$ cat src/hw/rtl/rmq_sqrt.sv
module rmq_sqrt #(
    parameter int SW   = 24,
    parameter int SB_W = 1
) (
    input  logic              i_clk,
    input  logic              i_rst_n,
    input  logic              i_en,
    input  logic              i_vld,
    input  logic [2*SW-1:0]   i_rad,
    input  logic [SB_W-1:0]   i_sb,
    output logic              o_vld,
    output logic [SW-1:0]     o_root,
    output logic [SB_W-1:0]   o_sb
);

    // Stage inputs
    logic [SW:0]     c_rem  [SW];
    logic [SW-1:0]   c_root [SW];
    logic [2*SW-1:0] c_rad  [SW];
    logic [SB_W-1:0] c_sb   [SW];
    logic            c_vld  [SW];

    // Stage registers
    logic [SW:0]     r_rem  [SW];
    logic [SW-1:0]   r_root [SW];
    logic [2*SW-1:0] r_rad  [SW];
    logic [SB_W-1:0] r_sb   [SW];
    logic            r_vld  [SW];

    // One root bit per stage, two radicand bits shifted in
    for (genvar i = 0; i < SW; i++) begin : g_st
        logic [SW+2:0] n_rem2;
        logic [SW+2:0] n_trial;
        logic          n_ge;

        if (i == 0) begin : g_first
            assign c_rem[i]  = '0;
            assign c_root[i] = '0;
            assign c_rad[i]  = i_rad;
            assign c_sb[i]   = i_sb;
            assign c_vld[i]  = i_vld;
        end else begin : g_next
            assign c_rem[i]  = r_rem[i-1];
            assign c_root[i] = r_root[i-1];
            assign c_rad[i]  = r_rad[i-1];
            assign c_sb[i]   = r_sb[i-1];
            assign c_vld[i]  = r_vld[i-1];
        end

        assign n_rem2  = {c_rem[i], c_rad[i][2*SW-1 -: 2]};
        assign n_trial = {1'b0, c_root[i], 2'b01};
        assign n_ge    = (n_rem2 >= n_trial);

        always_ff @(posedge i_clk) begin
            if (!i_rst_n) begin
                r_vld[i] <= 1'b0;
            end else if (i_en) begin
                r_vld[i] <= c_vld[i];
            end
        end

        // Remainder stays below 2*root + 1, so SW+1 bits hold it
        always_ff @(posedge i_clk) begin
            if (i_en) begin
                r_rem[i]  <= n_ge ? (SW+1)'(n_rem2 - n_trial) : (SW+1)'(n_rem2);
                r_root[i] <= {c_root[i][SW-2:0], n_ge};
                r_rad[i]  <= {c_rad[i][2*SW-3:0], 2'b00};
                r_sb[i]   <= c_sb[i];
            end
        end
    end

    assign o_vld  = r_vld[SW-1];
    assign o_root = r_root[SW-1];
    assign o_sb   = r_sb[SW-1];

endmodule

$ cat config.mk
export PLATFORM = sky130hd
export DESIGN_NAME = rmq_sqrt
export DESIGN_NICKNAME = d
export VERILOG_FILES = /design/src/hw/rtl/rmq_sqrt.sv
export SDC_FILE = /design/constraint.sdc
export NUM_CORES = 2
export LEC_CHECK = 0
export BUFFER_PORTS_ARGS = -buffer_cell sky130_fd_sc_hd__buf_2
export CORE_MARGIN = 5
export CORE_UTILIZATION = 56
export DETAILED_ROUTE_END_ITERATION = 8
export PLACE_DENSITY = 0.68
export SYNTH_ARGS = -nofsm -noshare
export SYNTH_HDL_FRONTEND = slang
export SYNTH_SLANG_ARGS = --single-unit
$ cat constraint.sdc
create_clock -name i_clk -period 4.8 [get_ports i_clk]
set_input_delay 0.48 -clock i_clk [delete_from_list [all_inputs] [get_ports i_clk]]
set_output_delay 0.48 -clock i_clk [all_outputs]
set_load 0.02 [all_outputs]
Word level (Yosys, flattened, before mapping)
Memories as Yosys holds them, arrays and structs flattened. Cells that the tools add are included. W data, S select, Z words.

Bits in registers: 0. Bits in writable memories: 2328. Input port bits: 53. Output and inout bits: 26. Logic and storage cells: 130. Memories kept: 5.

Add/subtract/negate cells: 24. Magnitude comparators: 24. Mux-type cells: 53. Bitwise gates (word level): 24.

Memories: r_rad (words 24, bits a word 46, read ports 23, clocked after Yosys merged registers in 0, write ports 24, RTL line 26) `logic [2*SW-1:0] r_rad [SW];`; r_rem (words 24, bits a word 25, read ports 23, clocked after Yosys merged registers in 0, write ports 24, RTL line 24) `logic [SW:0] r_rem [SW];`; r_root (words 24, bits a word 24, read ports 24, clocked after Yosys merged registers in 0, write ports 24, RTL line 25) `logic [SW-1:0] r_root [SW];`; r_sb (words 24, bits a word 1, read ports 24, clocked after Yosys merged registers in 0, write ports 24, RTL line 27) `logic [SB_W-1:0] r_sb [SW];`; r_vld (words 24, bits a word 1, read ports 24, clocked after Yosys merged registers in 0, write ports 24, RTL line 28) `logic r_vld [SW];`.

Operator list (count): $ge A27 B26 Y1 (23); $mux W25 (24); $sub A25 B25 Y25 (23); $mux W1 (29); $or A1 B1 Y1 (24); $sub A2 B1 Y3 const B (1); $ge A2 B1 Y1 const B (1).

Longest topological paths before layout
Depth after elaboration: 4. Mapped depth: 13. Gate-level depth less buffers: 11.

Least setup slack after synthesis
No wires, ideal clock.

Path type: register to register. From: memory r_rem[2][31] (netlist bit). To: memory r_rem[2][72] (netlist bit), data pin. Library setup time: 260 ps. Data arrival time: 2883 ps. Required time: 4540 ps. Setup slack: 1657 ps. Stages on the path, launching flop included: 10. Path buffers: 0. Path through: edfxtp_1 ha_1 a21oi_1 o21ai_0 or3b_2 o21ai_1 o311ai_0 a21o_1 a2111oi_0 mux2_2.

RTL lines (RTL line): start, declared (24).

==> impl_metrics.json <==
{
  "outcome": "completed",
  "min_period_ps": 3740,
  "synth_top_area_cell": "edfxtp_1",
  "comb_power_share_pct": 17.2,
  "cp.arrival_ps": 4240,
  "slew_headroom_pct": 29.0,
  "timing.setup.tns_ps": 0,
  "placed_cell_area_um2": 68600,
  "crit_chain": "ha_1 > or4_1 > o21ai_0 > a211oi_1 > o311a_1 > o211ai_1 > nand2_1 > buf_4 > nor2_1 > a21oi_1",
  "wl_per_cell_um": 17.6,
  "grt_max_degree": 169,
  "dp_slack_ps": 1140,
  "clkTransAtPathRegs_ps": 60,
  "slew_viol_final": 0,
  "ctsLongestPathBuffers": 3,
  "ys_top_cells_by_area": "edfxtp_1 65%, ha_1 6.1%, xnor2_1 2.9%",
  "rows": 126,
  "cts_tree": "built",
  "synth.distinct_cells": 91,
  "io-pin-count": 79,
  "ys.flop_type": "edfxtp_1",
  "wl_um": 121000,
  "crit_path_end_kind": "flop",
  "grt_remaining_overflow": 0,
  "seq_area_um2": 43300,
  "cts.sinks": 1443,
  "port_buffers": 78,
  "avgSynthCellArea_um2": 13.2,
  "cp_data_required_time_ps": 5310,
  "synth_area_um2": 66200,
  "grt_pass1_wl_um": 195000,
  "synth-edff-count": 1442,
  "hold_violations": 0,
  "pwr-share-seq_pct": 48.2,
  "syn2layout_area_growth_pct": 12.2,
  "pwr-share-clk_pct": 34.6,
  "drc": 0,
  "first_global_vias": 37700,
  "synth_top_area_share_pct": 65.4,
  "worst_slack_ps": 1060,
  "htree_levels": 4,
  "internal_power_w": 0.0255,
  "p_sw_w": 0.00924,
  "antennaDiodeCount": 0,
  "drtIter0Drc": 2717,
  "cts_resized": 0,
  "ys_seq_area_share_pct": 65.4,
  "track_usage_pct": 19.3,
  "crit_buf_inv": 1,
  "holdBufCountCts": 51,
  "finalPower_w": 0.0347,
  "p_per_area_nw_per_um2": 467,
  "critPathMaxStageDelay_ps": 670,
  "cts-root-buf": "clkbuf_16",
  "cap_violations": 0,
  "layout.nets": 5632,
  "yosys_register_bits": 1443,
  "drive_gt1_share_pct": 7.99,
  "numCtsBuffers": 149,
  "synth_commonest_cells": "1,442 x edfxtp_1, 386 x inv_1, 357 x nor2_1",
  "post-route-period-util_pct": 77.8,
  "fin_worst_skew_ps": 44.4,
  "drt_first_pass_iters": 5,
  "async_flop_share_pct": 0,
  "critical_path.max_fanout": 29,
  "synth_warnings": 0,
  "die_y_um": 354,
  "min_path_type": "input port to flop",
  "ir_drop_mv": 0.465,
  "post-cts-setup-buffers": 0,
  "globalplace.congestion": 0.880,
  "total_leakage_power_nw": 28.4,
  "design_area_um2": 74300,
  "swShare_pct": 26.6,
  "die_w_um": 354,
  "route.vias.total": 38600,
  "dp_hpwl_um": 85700,
  "synthCells": 5030,
  "vias_per_cell": 5.59,
  "die_area_um2": 125000,
  "synth.most_common_cell": "edfxtp_1",
  "critical_path.slowest_cell": "nand2_1",
  "tightest_slew_ps": 1060,
  "critical-path-top-delay-family": "simple AND/OR/NAND/NOR gates",
  "synth_fp_nets": 5408,
  "crit_type": "flop to flop",
  "nFillCells": 8870,
  "finalSetupViolations": 0,
  "start_kind": "flop",
  "initial_core_util_pct": 56.2,
  "core_um2": 118000,
  "drtAntennaViolNets": 0,
  "antenna_found_initial": 0,
  "clock_latency_ps": 760,
  "fmax_mhz": 268,
  "grt_setup_unrepaired": "false",
  "multiInputGateArea_um2": 21100
}
[path summary, 6_finish.rpt]
check	from	endpoint	slack [ps]	depth (start not counted)
setup / recovery	r_rem[2][127]$_DFFE_PP_	r_rem[2][164]$_DFFE_PP_	1060	10
setup reg to reg	r_rem[2][127]$_DFFE_PP_	r_rem[2][164]$_DFFE_PP_	1060	10
hold / removal	i_rst_n	r_vld[2][0]$_DFF_P_	150	2
hold reg to reg	r_rad[1][181]$_DFFE_PP_	r_rad[1][229]$_DFFE_PP_	410	0
[power groups by stage]
stage	registers, W	logic [W]	clock network, W
2_1_floorplan	0.0166	0.00442	0
3_3_place_gp	0.0170	0.00579	0
3_5_place_dp	0.0170	0.00588	0
4_1_cts	0.0167	0.00595	0.0123
5_1_grt	0.0169	0.00669	0.0129
6_report	0.0167	0.00596	0.0120
[registers in the layout, indices dropped and copies added (netlist names)]
name / count
r_rad: 552
r_sb: 24
r_root: 300
r_rem: 543
r_vld: 24
[cells by family after synthesis]
kind of cell	after synthesis	share of synthesized area [%]
flops	1443	65.4
simple gates	1331	10.0
compound gates	959	8.92
buf+inv	480	2.76
xor+xnor	429	5.68
fa+ha+maj	325	6.14
mux	62	1.04
other cells	1	0.00566
[layer usage]
metal | global-route usage (%) | vias to the layer above | part of all wire, %
li1 | - | 19100 | -
met1 | 25.5 | 18500 | 44
met2 | 32.4 | 756 | 49
met3 | 2.90 | 250 | 4.3
met4 | 7.71 | 0 | 3.4
met5 | 0 | - | 0
[cells in the final DEF, fill, tap and decap left out, types with 19 or more instances in the layout]
| master | instances |
|---|---|
| edfxtp_1 | 1442 |
| inv_1 | 386 |
| nor2_1 | 357 |
| a21oi_1 | 329 |
| ha_1 | 325 |
| nand2_1 | 310 |
| o21ai_0 | 232 |
| xnor2_1 | 217 |
| xor2_1 | 212 |
| clkbuf_16 | 150 |
| nor3_1 | 123 |
| a21o_1 | 94 |
| nand3_1 | 82 |
| buf_2 | 77 |
| nor4_1 | 68 |
| o21a_1 | 62 |
| nand2b_1 | 59 |
| dlygate4sd3_1 | 51 |
| mux2_2 | 50 |
| and3_1 | 48 |
| nand4_1 | 47 |
| or3_1 | 47 |
| nor2b_1 | 44 |
| or4_1 | 39 |
| o31ai_1 | 32 |
| a31oi_1 | 32 |
| clkbuf_1 | 30 |
| o211ai_1 | 26 |
| bufinv_16 | 24 |
| buf_4 | 23 |
| clkinv_1 | 22 |
| clkinv_2 | 22 |
| a211oi_1 | 21 |
| or2_2 | 21 |
| o21bai_1 | 19 |
[through the flow]
stage          hold WS [ps]  util, %  std cells
5_1_grt                 146     63.1       6907
3_5_place_dp            405     58.2       6588
6_report                151     63.1       6907
4_1_cts                88.2     63.1       6907
2_1_floorplan           400        -       5030
3_3_place_gp            400     58.2       6588
[layout make-up]
class,count,area share (%)
flip-flops and latches,1443,58.3
multi-input cells,3107,28.4
clock buffers,180,5.20
well taps,1536,2.59
inverters,390,1.97
clock inverters,88,1.80
repair buffers,163,1.76
Note: power is estimated with default switching activity, not from simulation.
