## src/hw/rtl/rmq_pkg.sv

```systemverilog
package rmq_pkg;

    // Default fraction bits, 1.0 = 2^FRAC_BITS
    localparam int FRAC_BITS_DEF = 14;
    // Matrix entry and quaternion component width
    localparam int ELEM_W = 16;
    // Magnitude of a sum or difference of two entries
    localparam int MAG_W = ELEM_W + 1;

    // Which quaternion component is the large one
    typedef enum logic [1:0] {
        BR_X = 2'd0,
        BR_Y = 2'd1,
        BR_Z = 2'd2,
        BR_W = 2'd3
    } t_branch;

endpackage

```

## src/hw/rtl/rmq_ifs.sv

```systemverilog
// Matrix input channel
interface rmq_mat_if;
    logic              valid;
    logic              ready;
    logic signed [15:0] elem_r1_c1;
    logic signed [15:0] elem_r1_c2;
    logic signed [15:0] elem_r1_c3;
    logic signed [15:0] elem_r2_c1;
    logic signed [15:0] elem_r2_c2;
    logic signed [15:0] elem_r2_c3;
    logic signed [15:0] elem_r3_c1;
    logic signed [15:0] elem_r3_c2;
    logic signed [15:0] elem_r3_c3;

    modport source (
        output valid, elem_r1_c1, elem_r1_c2, elem_r1_c3, elem_r2_c1, elem_r2_c2,
               elem_r2_c3, elem_r3_c1, elem_r3_c2, elem_r3_c3,
        input  ready
    );
    modport sink (
        input  valid, elem_r1_c1, elem_r1_c2, elem_r1_c3, elem_r2_c1, elem_r2_c2,
               elem_r2_c3, elem_r3_c1, elem_r3_c2, elem_r3_c3,
        output ready
    );
endinterface


```

## src/hw/rtl/rmq_front.sv

```systemverilog
module rmq_front #(
    parameter int FRAC_BITS = rmq_pkg::FRAC_BITS_DEF,
    parameter int AW        = FRAC_BITS + 18
) (
    input  logic                        i_clk,
    input  logic                        i_rst_n,
    input  logic                        i_en,
    rmq_mat_if.sink                     i_mat,
    output logic                        o_vld,
    output logic [AW-1:0]               o_arg,
    output rmq_pkg::t_branch            o_sel,
    output logic [2:0]                  o_sgn,
    output logic [rmq_pkg::MAG_W-1:0]   o_mag [3]
);

    localparam int MW = rmq_pkg::MAG_W;

    logic signed [AW:0]   e11, e22, e33, one_w, n_arg_s;
    logic signed [17:0]   tr;
    logic signed [MW-1:0] dn [3];
    rmq_pkg::t_branch     n_sel;

    logic                 r_vld;
    logic [AW-1:0]        r_arg;
    rmq_pkg::t_branch     r_sel;
    logic [2:0]           r_sgn;
    logic [MW-1:0]        r_mag [3];

    assign i_mat.ready = i_en;

    assign e11   = (AW+1)'(i_mat.elem_r1_c1);
    assign e22   = (AW+1)'(i_mat.elem_r2_c2);
    assign e33   = (AW+1)'(i_mat.elem_r3_c3);
    assign one_w = (AW+1)'(1) <<< FRAC_BITS;
    assign tr    = 18'(i_mat.elem_r1_c1) + 18'(i_mat.elem_r2_c2) + 18'(i_mat.elem_r3_c3);

    // Branch select, radicand and the three numerators
    always_comb begin
        if (tr > 18'sd0) begin
            n_sel   = rmq_pkg::BR_W;
            n_arg_s = one_w + e11 + e22 + e33;
            dn[0]   = MW'(i_mat.elem_r3_c2) - MW'(i_mat.elem_r2_c3);
            dn[1]   = MW'(i_mat.elem_r1_c3) - MW'(i_mat.elem_r3_c1);
            dn[2]   = MW'(i_mat.elem_r2_c1) - MW'(i_mat.elem_r1_c2);
        end else if (i_mat.elem_r1_c1 > i_mat.elem_r2_c2 &&
                     i_mat.elem_r1_c1 > i_mat.elem_r3_c3) begin
            n_sel   = rmq_pkg::BR_X;
            n_arg_s = one_w + e11 - e22 - e33;
            dn[0]   = MW'(i_mat.elem_r1_c2) + MW'(i_mat.elem_r2_c1);
            dn[1]   = MW'(i_mat.elem_r1_c3) + MW'(i_mat.elem_r3_c1);
            dn[2]   = MW'(i_mat.elem_r3_c2) - MW'(i_mat.elem_r2_c3);
        end else if (i_mat.elem_r2_c2 > i_mat.elem_r3_c3) begin
            n_sel   = rmq_pkg::BR_Y;
            n_arg_s = one_w + e22 - e11 - e33;
            dn[0]   = MW'(i_mat.elem_r1_c2) + MW'(i_mat.elem_r2_c1);
            dn[1]   = MW'(i_mat.elem_r2_c3) + MW'(i_mat.elem_r3_c2);
            dn[2]   = MW'(i_mat.elem_r1_c3) - MW'(i_mat.elem_r3_c1);
        end else begin
            n_sel   = rmq_pkg::BR_Z;
            n_arg_s = one_w + e33 - e11 - e22;
            dn[0]   = MW'(i_mat.elem_r1_c3) + MW'(i_mat.elem_r3_c1);
            dn[1]   = MW'(i_mat.elem_r2_c3) + MW'(i_mat.elem_r3_c2);
            dn[2]   = MW'(i_mat.elem_r2_c1) - MW'(i_mat.elem_r1_c2);
        end
    end

    always_ff @(posedge i_clk) begin
        if (!i_rst_n) begin
            r_vld <= 1'b0;
        end else if (i_en) begin
            r_vld <= i_mat.valid;
        end
    end

    // Negative radicand clamps to zero; numerators go sign-magnitude
    always_ff @(posedge i_clk) begin
        if (i_en) begin
            r_arg <= n_arg_s[AW] ? '0 : n_arg_s[AW-1:0];
            r_sel <= n_sel;
            for (int k = 0; k < 3; k++) begin
                r_sgn[k] <= dn[k][MW-1];
                r_mag[k] <= dn[k][MW-1] ? MW'(-dn[k]) : MW'(dn[k]);
            end
        end
    end

    assign o_vld = r_vld;
    assign o_arg = r_arg;
    assign o_sel = r_sel;
    assign o_sgn = r_sgn;
    assign o_mag = r_mag;

endmodule

```

## src/flat_wrapper.sv

```systemverilog
// flat-port wrapper written by rule: the top's interface ports become plain ports
module rmq_front_flat 
#(
    parameter int FRAC_BITS = rmq_pkg::FRAC_BITS_DEF,
    parameter int AW        = FRAC_BITS + 18
)
  (i_clk, i_rst_n, i_en, o_vld, o_arg, o_sel, o_sgn, o_mag, i_mat_valid, i_mat_elem_r1_c1, i_mat_elem_r1_c2, i_mat_elem_r1_c3, i_mat_elem_r2_c1, i_mat_elem_r2_c2, i_mat_elem_r2_c3, i_mat_elem_r3_c1, i_mat_elem_r3_c2, i_mat_elem_r3_c3, i_mat_ready);
  rmq_mat_if i_mat_i ();
  input  logic i_clk;
  input  logic i_rst_n;
  input  logic i_en;
  output logic o_vld;
  output logic [AW-1:0] o_arg;
  output rmq_pkg::t_branch o_sel;
  output logic [2:0] o_sgn;
  output logic [rmq_pkg::MAG_W-1:0] o_mag[3];
  input wire logic [$bits(i_mat_i.valid)-1:0] i_mat_valid;
  input wire logic [$bits(i_mat_i.elem_r1_c1)-1:0] i_mat_elem_r1_c1;
  input wire logic [$bits(i_mat_i.elem_r1_c2)-1:0] i_mat_elem_r1_c2;
  input wire logic [$bits(i_mat_i.elem_r1_c3)-1:0] i_mat_elem_r1_c3;
  input wire logic [$bits(i_mat_i.elem_r2_c1)-1:0] i_mat_elem_r2_c1;
  input wire logic [$bits(i_mat_i.elem_r2_c2)-1:0] i_mat_elem_r2_c2;
  input wire logic [$bits(i_mat_i.elem_r2_c3)-1:0] i_mat_elem_r2_c3;
  input wire logic [$bits(i_mat_i.elem_r3_c1)-1:0] i_mat_elem_r3_c1;
  input wire logic [$bits(i_mat_i.elem_r3_c2)-1:0] i_mat_elem_r3_c2;
  input wire logic [$bits(i_mat_i.elem_r3_c3)-1:0] i_mat_elem_r3_c3;
  output wire logic [$bits(i_mat_i.ready)-1:0] i_mat_ready;
  assign i_mat_i.valid = i_mat_valid;
  assign i_mat_i.elem_r1_c1 = i_mat_elem_r1_c1;
  assign i_mat_i.elem_r1_c2 = i_mat_elem_r1_c2;
  assign i_mat_i.elem_r1_c3 = i_mat_elem_r1_c3;
  assign i_mat_i.elem_r2_c1 = i_mat_elem_r2_c1;
  assign i_mat_i.elem_r2_c2 = i_mat_elem_r2_c2;
  assign i_mat_i.elem_r2_c3 = i_mat_elem_r2_c3;
  assign i_mat_i.elem_r3_c1 = i_mat_elem_r3_c1;
  assign i_mat_i.elem_r3_c2 = i_mat_elem_r3_c2;
  assign i_mat_i.elem_r3_c3 = i_mat_elem_r3_c3;
  assign i_mat_ready = i_mat_i.ready;
  rmq_front #(.FRAC_BITS(FRAC_BITS), .AW(AW)) u_core (.i_clk(i_clk), .i_rst_n(i_rst_n), .i_en(i_en), .i_mat(i_mat_i), .o_vld(o_vld), .o_arg(o_arg), .o_sel(o_sel), .o_sgn(o_sgn), .o_mag(o_mag));
endmodule
```

## config.mk

```make
export PLATFORM = sky130hd
export DESIGN_NAME = rmq_front_flat
export DESIGN_NICKNAME = d
export VERILOG_FILES = /design/src/hw/rtl/rmq_pkg.sv /design/src/hw/rtl/rmq_ifs.sv /design/src/hw/rtl/rmq_front.sv /design/src/flat_wrapper.sv
export SDC_FILE = /design/constraint.sdc
export NUM_CORES = 1
export LEC_CHECK = 0
export ABC_AREA = 1
export BUFFER_PORTS_ARGS = -buffer_cell sky130_fd_sc_hd__buf_2
export CAP_MARGIN = 20
export CORE_ASPECT_RATIO = 1.75
export CORE_MARGIN = 3
export CORE_UTILIZATION = 31
export CTS_CLUSTER_DIAMETER = 120
export DETAILED_ROUTE_END_ITERATION = 10
export PLACE_DENSITY = 0.51
export SLEW_MARGIN = 5
export SYNTH_ARGS = -nofsm -noshare
export SYNTH_HDL_FRONTEND = slang
export SYNTH_SLANG_ARGS = --single-unit
```

## constraint.sdc

```tcl
create_clock -name i_clk -period 5 [get_ports i_clk]
set_input_delay 0.5 -clock i_clk [delete_from_list [all_inputs] [get_ports i_clk]]
set_output_delay 0.5 -clock i_clk [all_outputs]
set_load 0.05 [all_outputs]
```

# Yosys cells after proc, flatten, opt, wreduce, memory -nomap -nowiden
# Cells that the tools add are included.
[totals] regBits=89 output_inout_bits=90
[op_classes] addsub=22 order_cmp=4 mux=11 n_reduce_logical=1
[op_table] cell="51-bit two-way mux" count=3
[op_table] cell="33-bit two-way mux" count=3
[op_table] cell="33-bit by 16-bit subtractor with 33-bit output" count=3
[op_table] cell="16-bit by 16-bit adder with 17-bit output" count=4
[op_table] cell="17-bit by 16-bit subtractor with 18-bit output" count=3
[op_table] cell="16-bit by 16-bit adder with 17-bit output (first input constant)" count=3
[op_table] cell="17-bit negator" count=3
[op_table] cell="16-bit by 16-bit subtractor with 17-bit output" count=3
[op_table] cell="16-bit > comparator" count=3
[op_table] cell="16-bit two-way mux" count=3
[op_table] cell="17-bit by 16-bit adder with 18-bit output" count=2
[op_table] cell="33-bit by 16-bit adder with 33-bit output" count=1
[op_table] cell="18-bit by 1-bit > comparator with 1-bit output (second input constant)" count=1
[op_table] cell="2-bit two-way mux" count=2
[op_table] cell="1-bit logical AND" count=1

# Longest topological paths before layout
[logic_depth] ltp_word=6 mapped_depth=33 mapped_depth_nobuf=32

# Worst setup path after synthesis
# OpenSTA, ideal clock, no wires.
[synth_path] kind="input to register" startpoint="input port i_mat_elem_r3_c3[1]" endpoint="register u_core.r_arg[21] (netlist: u_core.o_arg[21]) (data pin)" setup_ns=0.258 arrival_time_ns=4.211 t_required_ns=4.742 path_slack_ns=0.530 cell_stages=29 path_cell_list="inv_1 ha_1 ha_1 ha_1 or2_2 nand4_1 nand3_1 a21o_1 nand2_1 nand2_1 a21oi_1 nor2_1 o21ai_0 nand2_1 nand3_1 nand2_1 xor2_1 ha_1 nand2_1 nor3_1 nand4_1 nand3_1 nor2_1 nand2_1 o21ai_0 a21oi_1 nand3_1 nand3_1 nor2_1"
[synth_between] elab_chain_cells=6 elab_cells_between_ends=14 cone_classes="7 x add/sub; 3 x order compare; 3 x mux; 1 x reduce/logical"
[synth_rtl] item="from (decl)" line_no="flat_wrapper.sv:26" rtl="input wire logic [$bits(i_mat_i.elem_r3_c3)-1:0] i_mat_elem_r3_c3;"
[synth_rtl] item="16-bit by 16-bit adder with 17-bit output" line_no="rmq_front.sv:60" rtl="n_arg_s = one_w + e33 - e11 - e22;"
[synth_rtl] item="17-bit by 16-bit subtractor with 18-bit output" line_no="rmq_front.sv:60"
[synth_rtl] item="33-bit by 16-bit subtractor with 33-bit output" line_no="rmq_front.sv:60"
[synth_rtl] item="33-bit two-way mux" line_no="rmq_front.sv:52" rtl="end else if (i_mat.elem_r2_c2 > i_mat.elem_r3_c3) begin"
[synth_rtl] item="33-bit two-way mux" line_no="rmq_front.sv:45" rtl="end else if (i_mat.elem_r1_c1 > i_mat.elem_r2_c2 &&"
[synth_rtl] item="33-bit two-way mux *" line_no="rmq_front.sv:39" rtl="if (tr > 18'sd0) begin"
[synth_rtl] item="to (signal assigned)" line_no="rmq_front.sv:78" rtl="r_arg <= n_arg_s[AW] ? '0 : n_arg_s[AW-1:0];"
[synth_rtl] item="to (decl)" line_no="rmq_front.sv:24" rtl="logic [AW-1:0] r_arg;"
# Every way passes the cells marked *; elsewhere a longest branch is shown, timed or not.
# A chain may end at the register's enable or synchronous reset.

# Worst setup path after layout
[layout_path] startpoint="input port i_mat_elem_r1_c1[0]" endpoint="register u_core.r_arg[19] (netlist: u_core.o_arg[19]) (data pin)"
[layout_between] elab_chain_cells=5 elab_cells_between_ends=18 cone_classes="11 x add/sub; 3 x order compare; 3 x mux; 1 x reduce/logical"
[layout_rtl] item="from (decl)" line_no="flat_wrapper.sv:18" rtl="input wire logic [$bits(i_mat_i.elem_r1_c1)-1:0] i_mat_elem_r1_c1;"
[layout_rtl] item="16-bit by 16-bit adder with 17-bit output, or another cell as far along" line_no="rmq_front.sv:41, rmq_front.sv:48"
[layout_rtl] item="17-bit by 16-bit subtractor with 18-bit output, or another cell as far along" line_no="rmq_front.sv:48" rtl="n_arg_s = one_w + e11 - e22 - e33;"
[layout_rtl] item="33-bit by 16-bit subtractor with 33-bit output / 33-bit two-way mux (equally long branches)" line_no="rmq_front.sv:48, rmq_front.sv:52"
[layout_rtl] item="33-bit two-way mux" line_no="rmq_front.sv:45"
[layout_rtl] item="33-bit two-way mux *" line_no="rmq_front.sv:39"
# Marked as above.

==> results.tsv <==
stage	metric	value	unit
final_layout	antennaDiodeCount	0	
setup_path	worst-path-buf-inv	6	
final_layout	nNetsFinal	3871	
sta	hold_viol	0	
synth	yosys.area.top_type	ha_1	
synth	async_flop_share	0	
sta	relSlewSlack	0.4175	
synth	yosys_warnings	0	
power	p_switching	4.887	mW
synth	ys.flop_type	edfxtp_1	
sta	drv_slew	0	
setup_path	critPathRequiredTime	5220	ps
clock_network	cts_buffers	9	
place	dp_hpwl	70780	um
sta	setup_viol	0	
worst_hold_path	min_path_cells	3	
route	vias	20920	
sta	period_minus_slack	4779	ps
die	dieHeight	339.9	um
die	die-width	196.8	um
setup_path	cp-start-kind	input port	
sta	min_period_over_period	0.9557	
sta	finalSetupTns	0	ps
final_layout	syn_to_final_growth	18.17	%
global_route	grt_use_total	0.2373	
final_layout	drive_gt1_frac	0.1543	
route	antenna_left	0	
setup_path	rrSetupSlack	4340	ps
global_route	grt_pass1_wl	121600	um
route	wl	81560	um
place	dp_cells	4164	
die	start_util	0.3151	
clock_network	cts_tree	yes	
route	avgRoutedWirePerCell	19.51	um
setup_path	slowest_stage	o21ai_0	
power	ir_drop	209.5	uV
die	core-area	62680	um2
synth	syn_area	19750	um2
power	p_int	3.708	mW
synth	synth_top_cell_area_share	0.2008	
flow_run	maxCapViolCount	0	
sta	worst_slack	221.3	ps
synth	synth_edf_count	88	
worst_hold_path	hp-class	in -> reg	
worst_hold_path	worstHoldStart	i_mat_valid	
die	ios	238	
power	p_leak	12.54	nW
clock_network	clk_path_buf_depth	2	
power	sw_frac_of_total	0.5686	
final_layout	nFillCells	7070	
status	status	finished, final reports clean	
synth	syn_inst	3009	
setup_path	crit_type	in -> reg	
synth	ys_top_cells_by_area	ha_1 (20%), nand2_1 (15%), edfxtp_1 (13%)	
setup_path	r2r_start	u_core.o_vld	
setup_path	cp_max_fo	4	
route	drc	0	
clock_network	cts.sinks	89	
synth	synth_seq_cells	89	
final_layout	instances_no_fill	4181	
die	rows	121	
sta	fin_worst_skew	0	ps
power	fin_total_pwr	8.595	mW
place	port_buffers	237	
global_route	grt_pass1_vias	21590	
final_layout	final_cell_mix	nand2_1 (772), inv_1 (436), ha_1 (315)	
place	pre_cts_slack	-116.0	ps
clock_network	clk_latency	370	ps
synth	ys_seq_area_frac	0.1348	
setup_path	crit_cells	25	
route	drt_iter0_drc	914	
setup_path	critPathMaxStageDelay	460	ps
final_layout	final_common_cell	nand2_1	
global_route	grt_max_degree	54	
route	firstDrtPassIters	8	
place	gp_congestion	1.021	
sta	tightest_slew	870.8	ps
global_route	antenna_found_initial	2	
clock_network	ctsHoldBuffers	0	
setup_path	crit_top_cell	nand2_1	
power	comb_power_share	0.757	
synth	avgSynthCellArea	6.564	um2
sta	rsz0062_at_grt	no	
die	die_area	66900	um2
power	pwr-share-clk	0.087	
power	seq_power_share	0.156	
setup_path	worstPathArrival	5000	ps
worst_hold_path	whs_endpoint	u_core.o_vld	
synth	synth.distinct_cells	61	
clock_network	root_buffer	clkbuf_16	
setup_path	rr_endpoint	u_core.o_vld	
setup_path	crit_family	compound AO/OA/AOI/OAI gates	
route	viasPerCell	5.003	
power	power.density	368.3	nW/um2
final_layout	utilization	0.3724	
setup_path	cp-end-kind	flop	
sta	fmax	209.3	MHz
setup_path	reg2reg_depth	2	
clock_network	cts_max_level	3	
global_route	overflow	0	
clock_network	path_clk_slew	70	ps
## worst max path at each step
stage / from / endpoint / slack, ps
4_1_cts: i_mat_elem_r3_c3[1] / u_core.o_arg[29] / 280
6_report: i_mat_elem_r1_c1[0] / u_core.o_arg[19] / 220
3_5_place_dp: i_mat_elem_r3_c3[1] / u_core.o_arg[29] / -120
3_3_place_gp: i_mat_elem_r2_c2[2] / u_core.o_arg[25] / -110
5_1_grt: i_mat_elem_r3_c3[7] / u_core.o_arg[21] / 0.9
2_1_floorplan: i_mat_elem_r3_c3[1] / u_core.o_arg[21] / 530
## metal layers
metal,wire length (um),GRT usage,vias up
met5,7,0,-
met4,5715,0.1433,2
li1,-,-,10600
met2,44200,0.4728,551
met3,2472,0.01654,220
met1,29160,0.2337,9549
## Yosys cell counts (9+ instances only)
| cell type | count |
|---|---|
| nand2_2 | 13 |
| a31oi_1 | 18 |
| nand4_1 | 52 |
| buf_2 | 21 |
| xnor2_1 | 45 |
| o21bai_1 | 23 |
| inv_1 | 436 |
| nor2_2 | 9 |
| a21boi_0 | 12 |
| nand3b_1 | 14 |
| ha_1 | 317 |
| nand2_1 | 774 |
| o21ai_2 | 11 |
| o21ai_0 | 157 |
| clkbuf_1 | 27 |
| edfxtp_1 | 88 |
| or2_2 | 13 |
| fa_1 | 29 |
| nor2_1 | 179 |
| a21o_1 | 15 |
| a21oi_1 | 252 |
| nand3_1 | 177 |
| xor2_1 | 164 |
| buf_4 | 12 |
| inv_2 | 13 |
| o21ai_1 | 23 |
| nor3_1 | 33 |
## kinds of logic after synthesis
group / Yosys count / synth area share
DFF: 89 / 0.1348
AOI/OAI and AO/OA: 559 / 0.1583
adders and majority gates: 346 / 0.2302
xor gates and xnor gates: 209 / 0.09268
and+or+nand+nor: 1284 / 0.2764
buffers and inverters: 521 / 0.1074
other: 1 / 0.0001899
## power groups by stage
stage | Combinational (mW) | Sequential [mW] | Clock (mW)
after floorplan | 3.46 | 2.17 | 0
after global placement | 6.46 | 1.37 | 0
after detailed placement | 6.45 | 1.37 | 0
after CTS | 6.49 | 1.35 | 0.782
after global routing | 7.12 | 1.37 | 0.799
final | 6.50 | 1.34 | 0.749
## through the flow
step / instance area (um2) / hold slack [ps]
after floorplan: 19770 / 593.5
after global placement: 22970 / 520.2
after detailed placement: 22970 / 531.1
after CTS: 23280 / 337.5
after global routing: 23340 / 358.2
final: 23340 / 361.5
## state kept, by name, summed over array words and instances, names as in the netlist
signal        flops
u_core.o_mag     51
u_core.o_arg     32
u_core.o_sgn      3
u_core.o_sel      2
u_core.o_vld      1
## layout make-up
class / instances / area [um2] / area share
timing repair buffer: 422 / 2628 / 0.1126
clock buffer: 9 / 225.2 / 0.009650
clock inverter: 7 / 82.58 / 0.003538
multi-input combinational: 2405 / 15050 / 0.6447
tap: 799 / 999.7 / 0.04284
inverter: 450 / 1694 / 0.07259
sequential: 89 / 2663 / 0.1141
## worst reg2reg max path, stage by stage (launching register included)
cell and delay (ps):
dfxtp_1 310, o21ai_0 170, a21oi_1 50
## timing repair
item,CTS,global route
endpoints found under the setup margin,0,25
endpoints found under the hold margin,0,0
buffers inserted,0,1
gates resized for setup,0,12
No activity file was read; power rests on OpenSTA's default activity.
